File: config.mk
export PLATFORM = sky130hd
export DESIGN_NAME = crdg_ndc
export DESIGN_NICKNAME = d
export VERILOG_FILES = /design/src/rtl/core/crdg_pkg.sv /design/src/rtl/core/crdg_ndc.sv
export SDC_FILE = /design/constraint.sdc
export NUM_CORES = 2
export LEC_CHECK = 0
export ABC_AREA = 1
export ABC_CLOCK_PERIOD_IN_PS = 2430
export BUFFER_PORTS_ARGS = -buffer_cell sky130_fd_sc_hd__buf_2
export CORE_MARGIN = 2
export CORE_UTILIZATION = 58
export DETAILED_ROUTE_END_ITERATION = 8
export GPL_TIMING_DRIVEN = 0
export PLACE_DENSITY = 0.77
export SLEW_MARGIN = 20
export SYNTH_ARGS = -nofsm -noshare
export SYNTH_HDL_FRONTEND = slang
export SYNTH_MEMORY_MAX_BITS = 65536
export SYNTH_SLANG_ARGS = --single-unit
File: constraint.sdc
create_clock -name i_clk -period 2.43 [get_ports i_clk]
set_clock_uncertainty 0.2 [all_clocks]
set_input_delay 0.1215 -clock i_clk [delete_from_list [all_inputs] [get_ports i_clk]]
set_output_delay 0.1215 -clock i_clk [all_outputs]
set_load 0.03 [all_outputs]
File: src/rtl/core/crdg_pkg.sv
package crdg_pkg;

    // Datapath sizing
    localparam int MAX_DIM_BITS = 12;
    localparam int COEF_BITS    = 16;
    localparam int PIX_W        = 12;
    localparam int DIM_FIELD_W  = 13;
    localparam int SIZE_W       = MAX_DIM_BITS + 1;
    localparam int DIVR_W       = SIZE_W + 1;
    localparam int DIVD_W       = PIX_W + 1 + COEF_BITS + 2;
    localparam int QUO_W        = DIVD_W - 1;
    localparam int CRD_W        = QUO_W + 1;
    localparam int MAT_W        = 16;
    localparam int PROD_W       = MAT_W + CRD_W;
    localparam int T_W          = PROD_W + 2;
    localparam int MAG_W        = T_W;
    localparam int NORM_SHIFTS  = 6;
    localparam int UNIT_W       = 30;
    localparam int SQ_W         = 2 * UNIT_W;
    localparam int SUM_W        = SQ_W + 2;
    localparam int LEN_W        = SUM_W / 2;
    localparam int NFRAC        = 15;
    localparam int NDIV_STEPS   = NFRAC + 1;
    localparam int N_W          = 16;
    localparam int RAY_W        = 16;
    localparam int RFRAC        = 14;
    localparam int RPROD_W      = MAT_W + N_W;
    localparam int RSUM_W       = RPROD_W + 2;

    // Configuration port
    localparam int CFG_ADDR_W = 4;
    localparam int CFG_DATA_W = 64;
    localparam int PROJ_ROW_W = 64;
    localparam int ROT_ROW_W  = 48;

    localparam logic [CFG_ADDR_W-1:0] REG_VIEWPORT = 4'd0;
    localparam logic [CFG_ADDR_W-1:0] REG_PROJ_X   = 4'd1;
    localparam logic [CFG_ADDR_W-1:0] REG_PROJ_Y   = 4'd2;
    localparam logic [CFG_ADDR_W-1:0] REG_PROJ_Z   = 4'd3;
    localparam logic [CFG_ADDR_W-1:0] REG_PROJ_W   = 4'd4;
    localparam logic [CFG_ADDR_W-1:0] REG_ROT_X    = 4'd5;
    localparam logic [CFG_ADDR_W-1:0] REG_ROT_Y    = 4'd6;
    localparam logic [CFG_ADDR_W-1:0] REG_ROT_Z    = 4'd7;

    localparam logic [25:0]           RST_VIEWPORT = 26'd5899520;
    localparam logic [PROJ_ROW_W-1:0] RST_PROJ_X   = 64'd2048;
    localparam logic [PROJ_ROW_W-1:0] RST_PROJ_Y   = 64'd134217728;
    localparam logic [PROJ_ROW_W-1:0] RST_PROJ_Z   = 64'd8796093022208;
    localparam logic [PROJ_ROW_W-1:0] RST_PROJ_W   = 64'd576460752303423488;
    localparam logic [ROT_ROW_W-1:0]  RST_ROT_X    = 48'd16384;
    localparam logic [ROT_ROW_W-1:0]  RST_ROT_Y    = 48'd1073741824;
    localparam logic [ROT_ROW_W-1:0]  RST_ROT_Z    = 48'd70368744177664;

    typedef logic [3:0][PROJ_ROW_W-1:0] t_proj;
    typedef logic [2:0][ROT_ROW_W-1:0]  t_rot;

    typedef struct packed {
        logic signed [CRD_W-1:0] cx;
        logic signed [CRD_W-1:0] cy;
    } t_coord;

    typedef struct packed {
        logic [2:0][UNIT_W-1:0] a;
        logic [2:0]             neg;
        logic                   degen;
    } t_dir;

    typedef struct packed {
        logic [2:0][N_W-1:0] n;
        logic                degen;
    } t_unit;

    typedef struct packed {
        logic signed [RAY_W-1:0] x;
        logic signed [RAY_W-1:0] y;
        logic signed [RAY_W-1:0] z;
        logic                    degen;
    } t_ray;

    // Pick one signed 16-bit matrix entry out of a packed row
    function automatic logic signed [MAT_W-1:0] mat_entry(logic [PROJ_ROW_W-1:0] row,
                                                          int col);
        return row[col*MAT_W +: MAT_W];
    endfunction

    // Clamp a viewport dimension to 1 .. 2^MAX_DIM_BITS
    function automatic logic [SIZE_W-1:0] clamp_dim(logic [DIM_FIELD_W-1:0] s);
        logic [SIZE_W-1:0] res;
        if (s == '0) begin
            res = SIZE_W'(1);
        end else if (32'(s) > (32'd1 << MAX_DIM_BITS)) begin
            res = SIZE_W'(1 << MAX_DIM_BITS);
        end else begin
            res = SIZE_W'(s);
        end
        return res;
    endfunction

endpackage

File: src/rtl/core/crdg_ndc.sv
// Pixel to normalized device coordinate: one restoring quotient bit per stage
module crdg_ndc (
    input  logic                          i_clk,
    input  logic                          i_rst_n,
    input  logic                          i_en,
    input  logic                          i_valid,
    input  logic [crdg_pkg::PIX_W-1:0]    i_col,
    input  logic [crdg_pkg::PIX_W-1:0]    i_row,
    input  logic [crdg_pkg::SIZE_W-1:0]   i_width,
    input  logic [crdg_pkg::SIZE_W-1:0]   i_height,
    output logic                          o_valid,
    output crdg_pkg::t_coord              o_crd
);
    localparam int QW  = crdg_pkg::QUO_W;
    localparam int DW  = crdg_pkg::DIVD_W;
    localparam int VW  = crdg_pkg::DIVR_W;
    localparam int TRW = VW + QW;

    logic                      r_vld [0:QW];
    logic [1:0][DW-1:0]        r_rem [0:QW];
    logic [1:0][QW-1:0]        r_quo [0:QW];
    logic [1:0][VW-1:0]        r_dvs [0:QW];
    logic                      r_out_vld;
    crdg_pkg::t_coord          r_crd;

    // Load dividend (2p+1)<<(C+1) + size and divisor 2*size
    always_ff @(posedge i_clk) begin
        if (!i_rst_n) begin
            r_vld[0] <= 1'b0;
        end else if (i_en) begin
            r_vld[0] <= i_valid;
        end
    end

    always_ff @(posedge i_clk) begin
        if (i_en) begin
            r_rem[0][0] <= (DW'({i_col, 1'b1}) << (crdg_pkg::COEF_BITS + 1)) + DW'(i_width);
            r_rem[0][1] <= (DW'({i_row, 1'b1}) << (crdg_pkg::COEF_BITS + 1)) + DW'(i_height);
            r_dvs[0][0] <= {i_width, 1'b0};
            r_dvs[0][1] <= {i_height, 1'b0};
            r_quo[0]    <= '0;
        end
    end

    for (genvar k = 1; k <= QW; k++) begin : g_step
        localparam int SH = QW - k;
        logic [1:0][DW-1:0] n_rem;
        logic [1:0][QW-1:0] n_quo;

        // Try to subtract the shifted divisor on both axes
        always_comb begin
            logic [TRW-1:0] trial;
            for (int ax = 0; ax < 2; ax++) begin
                trial     = TRW'(r_dvs[k-1][ax]) << SH;
                n_rem[ax] = r_rem[k-1][ax];
                n_quo[ax] = r_quo[k-1][ax];
                if (TRW'(r_rem[k-1][ax]) >= trial) begin
                    n_rem[ax]     = r_rem[k-1][ax] - trial[DW-1:0];
                    n_quo[ax][SH] = 1'b1;
                end
            end
        end

        always_ff @(posedge i_clk) begin
            if (!i_rst_n) begin
                r_vld[k] <= 1'b0;
            end else if (i_en) begin
                r_vld[k] <= r_vld[k-1];
            end
        end

        always_ff @(posedge i_clk) begin
            if (i_en) begin
                r_rem[k] <= n_rem;
                r_quo[k] <= n_quo;
                r_dvs[k] <= r_dvs[k-1];
            end
        end
    end

    // Remove the offset of one
    always_ff @(posedge i_clk) begin
        if (!i_rst_n) begin
            r_out_vld <= 1'b0;
        end else if (i_en) begin
            r_out_vld <= r_vld[QW];
        end
    end

    always_ff @(posedge i_clk) begin
        if (i_en) begin
            r_crd.cx <= $signed(crdg_pkg::CRD_W'(r_quo[QW][0])
                        - crdg_pkg::CRD_W'(1 << crdg_pkg::COEF_BITS));
            r_crd.cy <= $signed(crdg_pkg::CRD_W'(r_quo[QW][1])
                        - crdg_pkg::CRD_W'(1 << crdg_pkg::COEF_BITS));
        end
    end

    assign o_valid = r_out_vld;
    assign o_crd   = r_crd;

endmodule

==> reports/qor.csv <==
metric,value,unit
ys_types,56,
violations,"negative hold slack, negative setup slack",
fmax,391,MHz
grt_pass1_wl,515000,um
total_leakage_power,74.9,nW
io_buffers,116,
root_buffer,clkbuf_16,
hold_slack,-0.0661,ns
hold_viol,74,
fin_cells,19525,
cts.path.max_buffers,4,
synthesis.area,144000,um2
area_delta_synth_final,21.6,%
synth_ff_type,edfxtp_1,
crit_path_top_delay_cell,edfxtp_1,
finalWirelength,348000,um
status,"complete, but fails checks",
clk_latency,0.98,ns
worstSetupStartpointType,flop,
async_flop_share,0,%
synth_top_cell_area_share,59.6,%
ff_latch_area,85700,um2
dr.pass1.iters,7,
path_buf_inv,4,
cts_tree,done,
clock_sinks,2854,
core_area,246000,um2
synth.area.top_cells,"edfxtp_1 (60%), nand2_1 (12%), inv_1 (6.3%)",
die_x,502,um
hold_path.class,in -> reg,
hpwl,231000,um
vias,104560,
numCtsBuffers,313,
timing.final.ws_setup,-0.126,ns
worstPathCellList,"inv_2, ha_4, fa_2, inv_2, nand3_2, nand2_2, nand2_2, nand2_2, nand2_2, nand3_4, nor2_4, buf_8, buf_12, nand2_2, nand2_2",
synth_largest_area_cell,edfxtp_1,
critical_path_class,reg -> reg,
clk_pin_slew,0.06,ns
total_power,169,mW
grt_overflow,0,
max_cap_violations,0,
synth_edf_count,2852,
gp_congestion,0.950,
ys_seq_area_share,59.6,%
dp.cells,18261,
initialDrtViolationCount,8447,
worst_pin_slew,0.764,ns
crit_path_max_incr_delay,0.43,ns
required,2.89,ns
path_common_cell,nand2_2,
endpoint_kind,flop,
cts.htree.levels,5,
final.fill_count,17368,
cellPowerDensity,969,nW/um2
wl_per_cell,17.8,um
avgSynthCellArea,9.70,um2
report.final.slew_viol_count,0,
io_pins,117,
drive_gt1_share,17.8,%
die_area,252000,um2
cpLargestDelayFamily,simple AND/OR/NAND/NOR gates,
min_period_over_period,105,%
cp_max_fo,6,
grt_max_degree,145,
final_antenna_net_count,0,
grt_pass1_vias,97585,
grt_antenna_before_repair,4,
syn_inst,14811,
fin_nets,16720,
drt-vias-per-instance,5.36,
start_util,58.4,%
slew_headroom,48.7,%
die_h,502,um
multi_input_area,56500,um2
critPathArrivalTime,3.02,ns
drc,0,
rsz0062_at_grt,true,
grt_usage,25.9,%
vdd_drop_max,801,uV
fin_crit,2.56,ns
synth_common_cells,"nand2_1 (4698), edfxtp_1 (2852), inv_1 (2399), nor2_1 (1135), nand3_1 (876)",
ys_seq_elements,2854,
setup_viol,77,
post-synth-top-count-cell,nand2_1,
yosys_warnings,0,
row_count,182,
[power breakdown]
| part | switching [mW] | leakage [nW] | total (mW) | internal (mW) |
|---|---|---|---|---|
| combinational | 33.8 | 42.5 | 55.4 | 21.5 |
| sequential | 5.62 | 27.7 | 68.6 | 63.0 |
| clock | 18.9 | 4.70 | 45.5 | 26.5 |
| total | 58.4 | 74.9 | 169 | 111 |
[area by class of cell]
type                       count  share of cell area (%)
timing repair inverter         1                 0.00286
buffer                       107                   0.734
multi-input combinational   9428                    32.3
clock buffer                 369                    4.63
clock inverter               157                   0.911
tap                         3312                    2.37
antenna                        2                 0.00286
timing repair buffer         878                    4.77
sequential                  2854                    49.0
inverter                    2417                    5.25
[sequential cells by signal, summed over array words and instances, names as in the netlist]
name,flops
o_crd,62
o_valid,1
r_dvs,582
r_quo,930
r_rem,1248
r_vld,31
[kinds of logic (layout without fill, tap and decap cells)]
group | after synthesis | in the layout | share of synthesized area [%]
AND/OR/NAND/NOR | 7372 | 7375 | 21.3
flip-flops | 2854 | 2854 | 59.6
buffers and inverters | 2533 | 3929 | 6.85
AO/OA/AOI/OAI | 982 | 982 | 3.71
adder cells (fa/ha/maj) | 666 | 666 | 6.08
XOR/XNOR | 403 | 403 | 2.46
other | 1 | 4 | 0.00261
[worst register-to-register path, delay by kind of cell (launching register included)]
family | cells | cell delay, ns
adders and majority gates | 2 | 0.55
buffers and inverters | 4 | 0.48
DFF | 1 | 0.43
and+or+nand+nor | 9 | 0.64
[routing by layer]
metal	share of wire (%)	GRT usage (%)
met2	50	44.7
met4	3.9	9.38
met5	0	0
met1	40	33.5
met3	5.9	3.48
[cells in the final DEF, fill, tap and decap left out, types with 79 or more instances in the layout]
cell / count
nand2_1: 4242
edfxtp_1: 2852
inv_1: 2238
nor2_1: 981
nand3_1: 768
buf_4: 536
a21oi_1: 362
nand2_2: 360
clkbuf_16: 341
ha_1: 294
ha_4: 275
xor2_1: 252
nand4_1: 235
o21ai_0: 213
inv_2: 155
xnor2_1: 149
nand3b_1: 140
a21oi_2: 135
buf_2: 119
dlygate4sd3_1: 117
nand2_4: 116
nor2_2: 105
nor3_1: 98
nand3_2: 86
buf_6: 79
nor2_4: 79
[per-stage QoR]
stage               worst slack (ns)  instance area (um2)  utilization [%]   TNS, ns  hold slack, ns
floorplan                    0.00211               144000                -         0          0.0204
global route                  -0.197               175000             71.0    -23.57         -0.0956
detailed placement             -3.01               149000             60.5  -3460.19          0.0996
CTS                           -0.130               163000             66.2    -34.95         -0.0879
finish                        -0.126               175000             71.0     -3.81         -0.0661
global placement              -44.31               148000             60.3         -          0.0977
[final timing paths]
kind	start	depth (start not counted)	to	slack, ns
max	r_rem[10][102]	15	r_rem[11][50]	-0.13
max reg2reg	r_rem[10][102]	15	r_rem[11][50]	-0.13
min reg2reg	r_quo[16][52]	0	r_quo[17][52]	0.17
min	i_en	4	r_dvs[23][26]	-0.07
[what timing repair did]
action,4_1_cts,5_1_grt
hold buffers,123,3
endpoints found under the setup margin,2348,1010
pin swaps,33,406
resized for setup,381,1833
cloned,22,39
hold endpoints to repair,588,69
setup buffers,81,480
No activity file was read; power rests on OpenSTA's default activity.
